===== src/rtl/core/tssm_pkg.sv =====
// ----------------------------------------------------------------------------
// Throttle/speed step map package
// Shared widths, band limits, direction codes and register indexes.
// ----------------------------------------------------------------------------
package tssm_pkg;

    localparam int CFG_W   = 15;
    localparam int STEP_W  = 16;
    localparam int SPEED_W = 16;
    localparam int THR_W   = 15;
    localparam int DIR_W   = 2;

    // Throttle band: 0.1 and 0.9 in Q15, and the width of the band.
    localparam logic [THR_W-1:0] THR_LOW  = 15'd3277;
    localparam logic [THR_W-1:0] THR_HIGH = 15'd29491;
    localparam logic [CFG_W-1:0] THR_SPAN = 15'd26214;
    localparam int               QBITS    = 15;

    localparam logic [DIR_W-1:0] DIR_FWD = 2'd1;
    localparam logic [DIR_W-1:0] DIR_BWD = 2'd2;

    localparam logic [2:0] REG_LOW_SPEED  = 3'd0;
    localparam logic [2:0] REG_HIGH_SPEED = 3'd1;
    localparam logic [2:0] REG_LOW_STEP   = 3'd2;
    localparam logic [2:0] REG_HIGH_STEP  = 3'd3;
    localparam logic [2:0] REG_IDLE_STEP  = 3'd4;

endpackage


===== src/rtl/core/throttle_speed_step_map_core.sv =====
// ----------------------------------------------------------------------------
// Throttle/speed step map core
// Turns gear direction, signed speed and Q15 throttle into a drive step size.
// ----------------------------------------------------------------------------
// Usage:
//   Input items arrive on the s_ channel with direction, speed and throttle;
//   each yields one result item on the m_ channel: the saturated step in
//   m_tdata and, in m_tuser, a flag set when the step was newly computed and
//   clear when the previous step was held. The five map registers are to be
//   written through the APB port only while no item is in flight, which the
//   core itself does not enforce; they clear at reset, as does the held step.
//   An item that holds the step goes straight to the output stage; one whose
//   speed and throttle both miss their interpolation bands passes through the
//   throttle banding state first. Interpolation runs on serial dividers (one
//   quotient bit per cycle) and shift-and-add multipliers: two multiplies and
//   a division for the speed line, a division and a multiply for the throttle.
//   s_tready is high only while the sequencer is idle. A finished result sits
//   in the output register, so the next item is accepted while it waits; if
//   the receiver still stalls when that next result is done, the sequencer
//   waits until the output frees up. Reset is synchronous and active low.
// ----------------------------------------------------------------------------
module throttle_speed_step_map_core
    import tssm_pkg::*;
(
    input  logic        aclk,
    input  logic        aresetn,
    // Input items.
    input  logic        s_tvalid,
    output logic        s_tready,
    input  logic [39:0] s_tdata,   // [1:0] direction, [17:2] speed, [32:18] throttle
    // Result items.
    output logic        m_tvalid,
    input  logic        m_tready,
    output logic [15:0] m_tdata,   // [15:0] step_out
    output logic [0:0]  m_tuser,   // [0] updated
    // Configuration port.
    input  logic        psel,
    input  logic        penable,
    input  logic        pwrite,
    input  logic [4:0]  paddr,
    input  logic [31:0] pwdata,
    output logic [31:0] prdata,
    output logic        pready
);

    // Sequencer states.
    localparam logic [3:0] ST_IDLE  = 4'd0;  // waiting for an item
    localparam logic [3:0] ST_MUL0  = 4'd1;  // offset numerator ls*hi - hs*lo
    localparam logic [3:0] ST_DLOAD = 4'd2;  // set up slope and offset division
    localparam logic [3:0] ST_DIV   = 4'd3;  // serial division, one bit a cycle
    localparam logic [3:0] ST_MUL   = 4'd4;  // serial multiply, one bit a cycle
    localparam logic [3:0] ST_FLOOR = 4'd5;  // Q15 shift rounding toward -inf
    localparam logic [3:0] ST_ADD   = 4'd6;  // add offset or idle step, saturate
    localparam logic [3:0] ST_THR   = 4'd7;  // throttle banding
    localparam logic [3:0] ST_FIN   = 4'd8;  // hand the result to the output

    // Configuration registers.
    logic [CFG_W-1:0] low_speed_reg, high_speed_reg;
    logic [CFG_W-1:0] low_step_reg, high_step_reg, idle_step_reg;

    // Control state.
    logic [3:0]  state_reg, state_next;
    logic [4:0]  cnt_reg, cnt_next;
    logic        phase2_reg, phase2_next;  // clear: speed map, set: throttle map
    logic        m_tvalid_reg, m_tvalid_next;
    logic signed [STEP_W-1:0] held_step_reg, held_step_next;

    // Datapath.
    logic [SPEED_W-1:0] s_mag_reg, s_mag_next;
    logic [THR_W-1:0]   thr_reg, thr_next;
    logic               upd_reg, upd_next;
    logic signed [STEP_W-1:0] step_reg, step_next;
    logic [15:0]        mplr_reg, mplr_next;
    logic [15:0]        lo_sh_reg, lo_sh_next;
    logic signed [45:0] prod_reg, prod_next;
    logic               prod_neg_reg, prod_neg_next;
    logic               off_neg_reg, off_neg_next;
    logic [30:0]        num_a_reg, num_a_next;
    logic [30:0]        num_b_reg, num_b_next;
    logic [14:0]        rem_a_reg, rem_a_next;
    logic [14:0]        rem_b_reg, rem_b_next;
    logic [CFG_W-1:0]   div_reg, div_next;
    logic [STEP_W-1:0]  out_step_reg, out_step_next;
    logic               out_upd_reg, out_upd_next;

    // Input item fields.
    logic [DIR_W-1:0]          in_dir;
    logic signed [SPEED_W-1:0] in_speed;
    logic [THR_W-1:0]          in_thr;
    logic                      in_ok;
    logic [SPEED_W-1:0]        in_s_mag;

    assign in_dir   = s_tdata[1:0];
    assign in_speed = s_tdata[17:2];
    assign in_thr   = s_tdata[32:18];

    // The speed must not point against the gear; neutral always holds.
    assign in_ok = ((in_dir == DIR_FWD) && !in_speed[SPEED_W-1]) ||
                   ((in_dir == DIR_BWD) && (in_speed[SPEED_W-1] || (in_speed == '0)));
    assign in_s_mag = (in_dir == DIR_FWD) ? in_speed : (~in_speed + 16'd1);

    assign s_tready = (state_reg == ST_IDLE);
    assign m_tvalid = m_tvalid_reg;
    assign m_tdata  = out_step_reg;
    assign m_tuser  = out_upd_reg;
    assign pready   = 1'b1;

    // ------------------------------------------------------------------------
    // Configuration port.
    // ------------------------------------------------------------------------
    logic cfg_wr;
    assign cfg_wr = psel && penable && pwrite;

    always_ff @(posedge aclk) begin
        if (!aresetn) begin
            low_speed_reg  <= '0;
            high_speed_reg <= '0;
            low_step_reg   <= '0;
            high_step_reg  <= '0;
            idle_step_reg  <= '0;
        end else if (cfg_wr) begin
            case (paddr[4:2])
                REG_LOW_SPEED:  low_speed_reg  <= pwdata[CFG_W-1:0];
                REG_HIGH_SPEED: high_speed_reg <= pwdata[CFG_W-1:0];
                REG_LOW_STEP:   low_step_reg   <= pwdata[CFG_W-1:0];
                REG_HIGH_STEP:  high_step_reg  <= pwdata[CFG_W-1:0];
                REG_IDLE_STEP:  idle_step_reg  <= pwdata[CFG_W-1:0];
                default: ;
            endcase
        end
    end

    always_comb begin
        case (paddr[4:2])
            REG_LOW_SPEED:  prdata = {17'd0, low_speed_reg};
            REG_HIGH_SPEED: prdata = {17'd0, high_speed_reg};
            REG_LOW_STEP:   prdata = {17'd0, low_step_reg};
            REG_HIGH_STEP:  prdata = {17'd0, high_step_reg};
            REG_IDLE_STEP:  prdata = {17'd0, idle_step_reg};
            default:        prdata = '0;
        endcase
    end

    // ------------------------------------------------------------------------
    // Shared arithmetic.
    // ------------------------------------------------------------------------
    // Divider lanes: restoring division, one quotient bit shifted in per cycle
    // while the numerator shifts out at the top. Lane B only matters for the
    // speed map, where it produces the offset.
    logic [15:0] rtry_a, rtry_b;
    logic        ge_a, ge_b;
    logic [15:0] rdif_a, rdif_b;

    assign rtry_a = {rem_a_reg, num_a_reg[30]};
    assign rtry_b = {rem_b_reg, num_b_reg[30]};
    assign ge_a   = rtry_a >= {1'b0, div_reg};
    assign ge_b   = rtry_b >= {1'b0, div_reg};
    assign rdif_a = rtry_a - {1'b0, div_reg};
    assign rdif_b = rtry_b - {1'b0, div_reg};

    // Multiply-accumulate, multiplier bits taken from the top (Horner form).
    logic signed [45:0] prod_dbl, mul0_term, mul_term;

    assign prod_dbl  = {prod_reg[44:0], 1'b0};
    assign mul0_term = (mplr_reg[15]  ? $signed({31'd0, low_step_reg})  : 46'sd0) -
                       (lo_sh_reg[15] ? $signed({31'd0, high_step_reg}) : 46'sd0);
    assign mul_term  = mplr_reg[15] ? $signed({15'd0, num_a_reg}) : 46'sd0;

    // Q15 shift of a sign-magnitude product, rounding toward minus infinity.
    logic [46:0] pm_bias;
    logic [31:0] fl_mag;

    assign pm_bias = {1'b0, prod_reg} + 47'd32767;
    assign fl_mag  = prod_neg_reg ? pm_bias[46:QBITS] : {1'b0, prod_reg[45:QBITS]};

    // Final add and 16-bit saturation.
    logic signed [33:0] addend, sum;
    logic signed [STEP_W-1:0] sum_sat;

    always_comb begin
        if (phase2_reg) begin
            addend = $signed({19'd0, idle_step_reg});
        end else if (off_neg_reg) begin
            addend = -$signed({3'd0, num_b_reg});
        end else begin
            addend = $signed({3'd0, num_b_reg});
        end
        sum = prod_reg[33:0] + addend;
        if (sum > 34'sd32767) begin
            sum_sat = 16'sh7fff;
        end else if (sum < -34'sd32768) begin
            sum_sat = -16'sh8000;
        end else begin
            sum_sat = sum[STEP_W-1:0];
        end
    end

    // Throttle band: distance from the full step down to the idle step.
    logic signed [16:0] thr_diff;
    logic [15:0]        thr_diff_mag;

    assign thr_diff     = {step_reg[STEP_W-1], step_reg} - $signed({2'd0, idle_step_reg});
    assign thr_diff_mag = thr_diff[16] ? 16'(-thr_diff) : thr_diff[15:0];

    // Speed map: magnitude of the step difference and of the offset numerator.
    logic [CFG_W-1:0] step_dmag;
    logic [45:0]      prod_abs;

    assign step_dmag = (high_step_reg < low_step_reg) ? (low_step_reg - high_step_reg)
                                                      : (high_step_reg - low_step_reg);
    assign prod_abs  = prod_reg[45] ? 46'(-prod_reg) : prod_reg;

    // ------------------------------------------------------------------------
    // Sequencer.
    // ------------------------------------------------------------------------
    always_comb begin
        state_next     = state_reg;
        cnt_next       = cnt_reg;
        phase2_next    = phase2_reg;
        m_tvalid_next  = m_tvalid_reg;
        held_step_next = held_step_reg;
        s_mag_next     = s_mag_reg;
        thr_next       = thr_reg;
        upd_next       = upd_reg;
        step_next      = step_reg;
        mplr_next      = mplr_reg;
        lo_sh_next     = lo_sh_reg;
        prod_next      = prod_reg;
        prod_neg_next  = prod_neg_reg;
        off_neg_next   = off_neg_reg;
        num_a_next     = num_a_reg;
        num_b_next     = num_b_reg;
        rem_a_next     = rem_a_reg;
        rem_b_next     = rem_b_reg;
        div_next       = div_reg;
        out_step_next  = out_step_reg;
        out_upd_next   = out_upd_reg;

        if (m_tvalid_reg && m_tready) begin
            m_tvalid_next = 1'b0;
        end

        case (state_reg)
            ST_IDLE: begin
                if (s_tvalid) begin
                    s_mag_next  = in_s_mag;
                    thr_next    = in_thr;
                    upd_next    = in_ok;
                    phase2_next = 1'b0;
                    if (!in_ok) begin
                        step_next  = held_step_reg;
                        state_next = ST_FIN;
                    end else if (in_s_mag < {1'b0, low_speed_reg}) begin
                        step_next  = $signed({1'b0, low_step_reg});
                        state_next = ST_THR;
                    end else if (in_s_mag > {1'b0, high_speed_reg}) begin
                        step_next  = $signed({1'b0, high_step_reg});
                        state_next = ST_THR;
                    end else if (high_speed_reg == low_speed_reg) begin
                        // Equal bounds: no line to follow.
                        step_next  = $signed({1'b0, low_step_reg});
                        state_next = ST_THR;
                    end else begin
                        prod_next  = '0;
                        mplr_next  = {1'b0, high_speed_reg};
                        lo_sh_next = {1'b0, low_speed_reg};
                        cnt_next   = 5'd15;
                        state_next = ST_MUL0;
                    end
                end
            end

            ST_MUL0: begin
                prod_next  = prod_dbl + mul0_term;
                mplr_next  = {mplr_reg[14:0], 1'b0};
                lo_sh_next = {lo_sh_reg[14:0], 1'b0};
                cnt_next   = cnt_reg - 5'd1;
                if (cnt_reg == '0) begin
                    state_next = ST_DLOAD;
                end
            end

            ST_DLOAD: begin
                num_a_next    = {1'b0, step_dmag, 15'd0};
                num_b_next    = prod_abs[30:0];
                off_neg_next  = prod_reg[45];
                prod_neg_next = high_step_reg < low_step_reg;
                div_next      = high_speed_reg - low_speed_reg;
                rem_a_next    = '0;
                rem_b_next    = '0;
                cnt_next      = 5'd30;
                state_next    = ST_DIV;
            end

            ST_DIV: begin
                rem_a_next = ge_a ? rdif_a[14:0] : rtry_a[14:0];
                rem_b_next = ge_b ? rdif_b[14:0] : rtry_b[14:0];
                num_a_next = {num_a_reg[29:0], ge_a};
                num_b_next = {num_b_reg[29:0], ge_b};
                cnt_next   = cnt_reg - 5'd1;
                if (cnt_reg == '0) begin
                    prod_next  = '0;
                    mplr_next  = phase2_reg ? {1'b0, thr_reg - THR_LOW} : s_mag_reg;
                    cnt_next   = 5'd15;
                    state_next = ST_MUL;
                end
            end

            ST_MUL: begin
                prod_next = prod_dbl + mul_term;
                mplr_next = {mplr_reg[14:0], 1'b0};
                cnt_next  = cnt_reg - 5'd1;
                if (cnt_reg == '0) begin
                    state_next = ST_FLOOR;
                end
            end

            ST_FLOOR: begin
                prod_next  = prod_neg_reg ? -$signed({14'd0, fl_mag})
                                          :  $signed({14'd0, fl_mag});
                state_next = ST_ADD;
            end

            ST_ADD: begin
                step_next  = sum_sat;
                state_next = phase2_reg ? ST_FIN : ST_THR;
            end

            ST_THR: begin
                // step_reg holds the full-throttle step here.
                if (thr_reg < THR_LOW) begin
                    step_next  = $signed({1'b0, idle_step_reg});
                    state_next = ST_FIN;
                end else if (thr_reg > THR_HIGH) begin
                    state_next = ST_FIN;
                end else begin
                    phase2_next   = 1'b1;
                    num_a_next    = {thr_diff_mag, 15'd0};
                    num_b_next    = '0;
                    prod_neg_next = thr_diff[16];
                    div_next      = THR_SPAN;
                    rem_a_next    = '0;
                    rem_b_next    = '0;
                    cnt_next      = 5'd30;
                    state_next    = ST_DIV;
                end
            end

            ST_FIN: begin
                if (!m_tvalid_reg || m_tready) begin
                    out_step_next  = step_reg;
                    out_upd_next   = upd_reg;
                    m_tvalid_next  = 1'b1;
                    held_step_next = step_reg;
                    state_next     = ST_IDLE;
                end
            end

            default: begin
                state_next = ST_IDLE;
            end
        endcase
    end

    // Control registers.
    always_ff @(posedge aclk) begin
        if (!aresetn) begin
            state_reg     <= ST_IDLE;
            cnt_reg       <= '0;
            phase2_reg    <= 1'b0;
            m_tvalid_reg  <= 1'b0;
            held_step_reg <= '0;
        end else begin
            state_reg     <= state_next;
            cnt_reg       <= cnt_next;
            phase2_reg    <= phase2_next;
            m_tvalid_reg  <= m_tvalid_next;
            held_step_reg <= held_step_next;
        end
    end

    // Datapath registers.
    always_ff @(posedge aclk) begin
        s_mag_reg    <= s_mag_next;
        thr_reg      <= thr_next;
        upd_reg      <= upd_next;
        step_reg     <= step_next;
        mplr_reg     <= mplr_next;
        lo_sh_reg    <= lo_sh_next;
        prod_reg     <= prod_next;
        prod_neg_reg <= prod_neg_next;
        off_neg_reg  <= off_neg_next;
        num_a_reg    <= num_a_next;
        num_b_reg    <= num_b_next;
        rem_a_reg    <= rem_a_next;
        rem_b_reg    <= rem_b_next;
        div_reg      <= div_next;
        out_step_reg <= out_step_next;
        out_upd_reg  <= out_upd_next;
    end

endmodule


===== config.mk =====
export PLATFORM = sky130hd
export DESIGN_NAME = throttle_speed_step_map_core
export DESIGN_NICKNAME = d
export VERILOG_FILES = /design/src/rtl/core/tssm_pkg.sv /design/src/rtl/core/throttle_speed_step_map_core.sv
export SDC_FILE = /design/constraint.sdc
export NUM_CORES = 1
export LEC_CHECK = 0
export ABC_AREA = 1
export CAP_MARGIN = 20
export CORE_MARGIN = 8
export CORE_UTILIZATION = 40
export CTS_CLUSTER_DIAMETER = 200
export CTS_CLUSTER_SIZE = 10
export DETAILED_ROUTE_END_ITERATION = 6
export DONT_BUFFER_PORTS = 1
export SLEW_MARGIN = 20
export SYNTH_ARGS = -nofsm -noshare
export SYNTH_HDL_FRONTEND = slang
export SYNTH_SLANG_ARGS = --single-unit
export TNS_END_PERCENT = 50

===== constraint.sdc =====
create_clock -name aclk -period 7.38 [get_ports aclk]
set_input_delay 1.107 -clock aclk [delete_from_list [all_inputs] [get_ports aclk]]
set_output_delay 1.107 -clock aclk [all_outputs]
set_load 0.1 [all_outputs]

# Word level (Yosys, flattened, before mapping)
# Cells that the tools add are included.
# totals
elab_cells	210
ramBits	0
latchBits	0
romBits	0
in_bits	84
regBits	354
output_inout_bits	52
mem_count	0
# classes
n_mux	89
add_sub_neg	18
mul	0
div	0
n_eq_ne	28
n_lt_le_gt_ge	9
bitwise	1
reduce_logical	39
shifts	0
# op_table
operator	count
16-bit two-way mux	22
46-bit two-way mux	7
46-bit case mux with 5 select lines	1
31-bit two-way mux	6
31-bit case mux with 3 select lines	2
15-bit two-way mux	9
16-bit case mux with 3 select lines	2
15-bit case mux with 3 select lines	2
15-bit case mux with 5 select lines	1
15-bit subtractor	5
34-bit two-way mux	2
46-bit by 15-bit adder with 47-bit output, second input constant	1
46-bit by 16-bit adder with 46-bit output	1
46-bit by 32-bit adder with 46-bit output	1
32-bit negation with 46-bit output	1
5-bit two-way mux	8
4-bit two-way mux	9
4-bit case mux with 9 select lines	1
34-bit adder	1
34-bit by 16-bit greater-than comparator with 1-bit output, second input constant	1
34-bit by 16-bit < comparator with 1-bit output, second input constant	1
31-bit negation with 34-bit output	1
16-bit by 15-bit greater-or-equal comparator with 1-bit output	2
32-bit two-way mux	1
other kinds (50)	96

# Longest topological paths before layout
# logic_depth
ltp_word	9
ltp_mapped	35
ltp_nobuf	34

# Worst setup path after synthesis
# Ideal clock, no wire load.
# synth_path
kind	input to register
start	input s_tdata[2]
end	register prod_reg[0], enable pin
setup_time_ns	0.506
required_ns	6.874
n_path_buf	0
arrival_time_ns	6.454
setup_slack_ns	0.420
cell_stages	22
cell_sequence	inv_1 > ha_1 > nand3_1 > nor2_1 > nand2_1 > nor2_1 > nand4_1 > nand2_1 > xnor2_1 > ha_1 > nand2_1 > inv_1 > nand2_1 > inv_1 > nand2_1 > nor3_1 > nand2_1 > nand2_1 > nand3_1 > nand2_1 > inv_1 > nor3_1
# synth_between
elab_chain_len	6
word_cells_on_any_way	13
classes_between	add/sub (1); order compare (2); eq/ne (3); mux (1); bitwise (1); reduce/logical (5)
# synth_rtl
item	line	source
start: declaration	throttle_speed_step_map_core.sv:30	input logic [39:0] s_tdata,
16-bit NOT *	throttle_speed_step_map_core.sv:100	assign in_s_mag = (in_dir == DIR_FWD) ? in_speed : (~in_speed + 16'd1);
16-bit by 1-bit adder with 16-bit output *	throttle_speed_step_map_core.sv:100	
16-bit two-way mux *	throttle_speed_step_map_core.sv:100	
named net in_s_mag[14]	throttle_speed_step_map_core.sv:91	logic [SPEED_W-1:0] in_s_mag;
16-bit by 15-bit greater-than comparator with 1-bit output / 16-bit by 15-bit < comparator with 1-bit output (equally long branches)	throttle_speed_step_map_core.sv:256, throttle_speed_step_map_core.sv:253	
2-bit != test (no source line)	--	
7-bit AND reduction (no source line) *	--	
end signal: assignment	throttle_speed_step_map_core.sv:390	prod_reg <= prod_next;
end: declaration	throttle_speed_step_map_core.sv:75	logic signed [45:0] prod_reg, prod_next;
# Mark *: on every way through the listed nets, which the timed path passes. The rest lies on a longest branch.
# A chain may end at the register's enable or synchronous reset.

# Worst setup path after layout
# layout_path
start	register mplr_reg[15]
end	register prod_reg[40] (data pin)
# layout_between
elab_chain_len	4
word_cells_on_any_way	6
classes_between	add/sub (3); mux (3)
# layout_rtl
item	line	source
start: declaration	throttle_speed_step_map_core.sv:73	logic [15:0] mplr_reg, mplr_next;
start signal: assignment	throttle_speed_step_map_core.sv:388	mplr_reg <= mplr_next;
15-bit two-way mux	throttle_speed_step_map_core.sv:165	assign mul0_term = (mplr_reg[15] ? $signed({31'd0, low_step_reg}) : 46'sd0) -
15-bit by 15-bit subtractor with 16-bit output	throttle_speed_step_map_core.sv:165	
46-bit by 16-bit adder with 46-bit output	throttle_speed_step_map_core.sv:274	prod_next = prod_dbl + mul0_term;
46-bit case mux with 5 select lines *	throttle_speed_step_map_core.sv:243	case (state_reg)
named net prod_next[40]	throttle_speed_step_map_core.sv:75	
# Marks and branches as above.

==> run_results.csv <==
group,metric,value,unit
yosys,async_reset_ff_share,0,%
timing,slew_headroom,22.70,%
yosys,synth_edf_count,252,
placed_design,placed_cells,5590,
timing,finalCriticalPeriod,5.751,ns
layout,syn2layout_area_growth,7.282,%
timing,timing.final.crit_share,77.92,%
yosys,ys_ff_latch,354,
critical_path,crit_top_cell,"nand3_1",
placed_design,placed_area,32560,um^2
min_path,min_from,"upd_reg$_DFFE_PP_",
critical_path,critPathMaxStageDelay,0.71,ns
drt,drc,0,
grt,grt_max_degree,95,
floorplan,coreArea,78480,um^2
timing,finClkSkew,0.05525,ns
timing,fmax,173.9,MHz
yosys,ys_warn_count,0,
clock_tree,clk_latency,0.60,ns
drt,vias_per_cell,5.468,
critical_path,cp-end-kind,"flop",
floorplan,start_util,40.11,%
critical_path,r2r-start,"mplr_reg[15]$_DFFE_PP_",
critical_path,regToRegSetupSlack,1.63,ns
critical_path,worstSetupPathType,"reg -> reg",
clock_tree,cts_tree,"built",
critical_path,critPathLaunchType,"flop",
grt,grt_use_total,24.05,%
drt,wirelength,109.5,mm
floorplan,dieArea,87930,um^2
floorplan,rows,103,
floorplan,die_h,296.5,um
power_and_ir_drop,peakVddDrop,0.2960,mV
clock_tree,ctsHoldBuffers,0,
drt,detail-route-antenna-nets,0,
min_path,hold_class,"reg -> reg",
timing,tns,0,ns
power_and_ir_drop,clockPowerShare,13.9,%
critical_path,cp_cell_sequence,"nand2_1, inv_1, ha_1, nand3_1, nand3_1, a31oi_1, o21ai_0, nand3_1, nand3_1, inv_1, ha_1, nand2_1, nor2_1, inv_1, nor2_1, inv_1, nor3_1, nand4_1, nand3_1, a21oi_1, o21ai_0, nand2_1",
timing,worstMarginPinSlew,1.159,ns
layout,finish.utilization,43.03,%
yosys,synth_area,31480,um^2
min_path,holdPathEnd,"m_tuser$_DFFE_PP_",
clock_tree,cts_root_buf,"clkbuf_16",
power_and_ir_drop,p_per_area,414.7,nW/um^2
power_and_ir_drop,p_leak,0.01527,uW
clock_tree,cts_setup_buffers,0,
layout,largest_register_ffs,46,
placed_design,dpl.hpwl,86.31,mm
layout,drive_above_1_share,4.318,%
grt,grt.busiest_layer,"met2",
power_and_ir_drop,internal-power,6586,uW
clock_tree,cts_buffers,41,
timing,hold_violations,0,
drt,num_vias,30950,
min_path,worstHoldPathCells,0,
layout,instances_no_fill,5659,
drt,drtPass1Iterations,6,
critical_path,rr_endpoint,"prod_reg[40]$_DFFE_PP_",
grt,met1_usage,33.18,%
grt,grt_remaining_overflow,0,
grt,grt_pass1_wl,166.0,mm
critical_path,critPathArrivalTime,6.07,ns
timing,rsz0062_at_grt,"false",
layout,fin_nets,4893,
placed_design,finalWeightedCongestion,0.9692,
clock_tree,clock_sinks,354,
yosys,synth_seq_area_share,30.53,%
clock_tree,cts_resized,0,
power_and_ir_drop,netSwitchingFraction,52.97,%
drt,drt-wirelength-per-cell,19.35,um
clock_tree,clkSlewWorstSetupHoldPaths,0.07,ns
grt,grt_antenna_before_repair,2,
layout,diodes,0,
clock_tree,htree_levels,2,
floorplan,die_x,296.5,um
power_and_ir_drop,power.share.sequential,27.2,%
job,drv_cap,0,
grt,use_met2,38.47,%
power_and_ir_drop,switchingPower,7418,uW
yosys,syn_area_per_cell,6.787,um^2
yosys,synth_cell_types,69,
critical_path,crit_path_top_delay_cell,"nand3_1",
drt,drt_iter0_markers,2878,
floorplan,boundaryPins,136,
critical_path,reg2regPathDepth,22,
yosys,synth_flop_cell,"edfxtp_1",
grt,use_met3,3.797,%
run_status,status,"complete, no violations",
placed_design,portBuffers,0,
clock_tree,cts_buffer_depth,3,
grt,grt_pass1_vias,28250,
critical_path,path_max_fanout,19,
timing,drv_slew,0,
layout,final_cell_area,33770,um^2
yosys,synth_cells,4638,
critical_path,required,7.70,ns
power_and_ir_drop,p_comb_share,59.0,%
timing,setup_viol,0,
[critical path, delay by kind of cell (launching register included)]
family	cells	cell delay, ns
compound gates	4	0.77
fa+ha+maj	2	0.88
buf+inv	4	0.73
flops	1	0.69
simple gates	12	2.37
[power by group through the flow]
| stage | clock network (uW) | registers (uW) | logic (uW) |
|---|---|---|---|
| 2_1_floorplan | 0 | 3550 | 6190 |
| 3_3_place_gp | 0 | 3830 | 8060 |
| 3_5_place_dp | 0 | 3840 | 8110 |
| 4_1_cts | 1970 | 3800 | 8160 |
| 5_1_grt | 2040 | 3860 | 9290 |
| 6_report | 1940 | 3800 | 8260 |
[through the flow]
stage	worst slack [ns]	total power [uW]	hold WS, ns
floorplan	0.4199	9739	0.4003
global placement	1.776	11890	0.4195
detailed placement	1.844	11940	0.4224
CTS	1.816	13930	0.4352
global route	1.125	15200	0.4503
finish	1.629	14000	0.4347
[placed cells by master (no fill, tap or decap), types with 25 or more instances in the layout]
master | Yosys | final
a21oi_1 | 416 | 415
nand3b_1 | 26 | 26
xnor2_1 | 37 | 37
o22ai_1 | 42 | 42
nand3_1 | 232 | 232
inv_1 | 643 | 643
dfxtp_1 | 102 | 102
edfxtp_1 | 252 | 252
nand4_1 | 73 | 73
nor3_1 | 86 | 84
xor2_1 | 75 | 75
nand2_1 | 1115 | 1115
o211ai_1 | 25 | 25
buf_4 | 24 | 26
nor2_1 | 455 | 449
ha_1 | 217 | 217
clkbuf_16 | 0 | 42
o21ai_0 | 409 | 396
[layout make-up]
class	instances	area (um^2)
Clock buffer	66	1141
Clock inverter	3	68.82
Fill cell	8213	44710
Inverter	661	2484
Multi-Input combinational cell	3498	18940
Sequential cell	354	9609
Tap cell	1050	1314
Timing Repair Buffer	27	210.2
[layer usage]
layer,share of wire [%],wire length (um)
met4,3.5,3831
met5,0.031,34
met1,45,49100
met3,7.3,7943
met2,44,48600
[kinds of logic after synthesis]
| kind of cell | count (synthesis) | share of synthesized area, % |
|---|---|---|
| xor gates and xnor gates | 117 | 3.410 |
| adders and majority gates | 226 | 9.197 |
| AOI/OAI and AO/OA | 1046 | 18.32 |
| and+or+nand+nor | 2090 | 28.59 |
| buffers and inverters | 802 | 9.905 |
| DFF | 354 | 30.53 |
| muxes | 1 | 0.03180 |
| other | 2 | 0.02386 |
[worst max path at each step]
stage | slack [ns] | end | depth (start not counted) | from
finish | 1.63 | prod_reg[40]$_DFFE_PP_ | 22 | mplr_reg[15]$_DFFE_PP_
global route | 1.12 | prod_reg[42]$_DFFE_PP_ | 23 | mplr_reg[15]$_DFFE_PP_
CTS | 1.82 | prod_reg[42]$_DFFE_PP_ | 21 | mplr_reg[15]$_DFFE_PP_
detailed placement | 1.84 | prod_reg[42]$_DFFE_PP_ | 21 | mplr_reg[15]$_DFFE_PP_
global placement | 1.78 | prod_reg[42]$_DFFE_PP_ | 21 | mplr_reg[15]$_DFFE_PP_
floorplan | 0.42 | prod_reg[0]$_DFFE_PP_ | 22 | s_tdata[2]
[Yosys cell counts (4+ instances only)]
cell type  number  area share, %
a21boi_0        7           0.17
a21o_1         24           0.57
a21oi_1       416            6.6
a221oi_1        9           0.25
a22oi_1         4          0.095
a31oi_1        24           0.48
and2_1          8           0.16
and3_1          4          0.079
buf_1          11           0.13
buf_2           6          0.095
buf_4          24           0.57
clkbuf_1       99            1.2
dfxtp_1       102            6.5
edfxtp_1      252             24
fa_1            9           0.57
ha_1          217            8.6
inv_1         643            7.7
inv_2          14           0.17
nand2_1      1115             13
nand2_2        16           0.32
nand3_1       232            3.7
nand3b_1       26           0.62
nand4_1        73            1.5
nor2_1        455            5.4
nor2_2         15           0.30
nor2_4         13           0.47
nor3_1         86            1.4
nor4_1         11           0.22
o2111ai_1      10           0.28
o211ai_1       25           0.60
o21a_1         10           0.24
o21ai_0       409            6.5
o21ai_1         9           0.14
o21bai_1       17           0.41
o221ai_1       11           0.31
o22ai_1        42           0.83
o31ai_1         6           0.14
o32ai_1         7           0.19
or2_2          13           0.26
xnor2_1        37            1.0
xor2_1         75            2.1
xor2_2          4           0.21
Note: power is estimated with default switching activity, not from simulation.
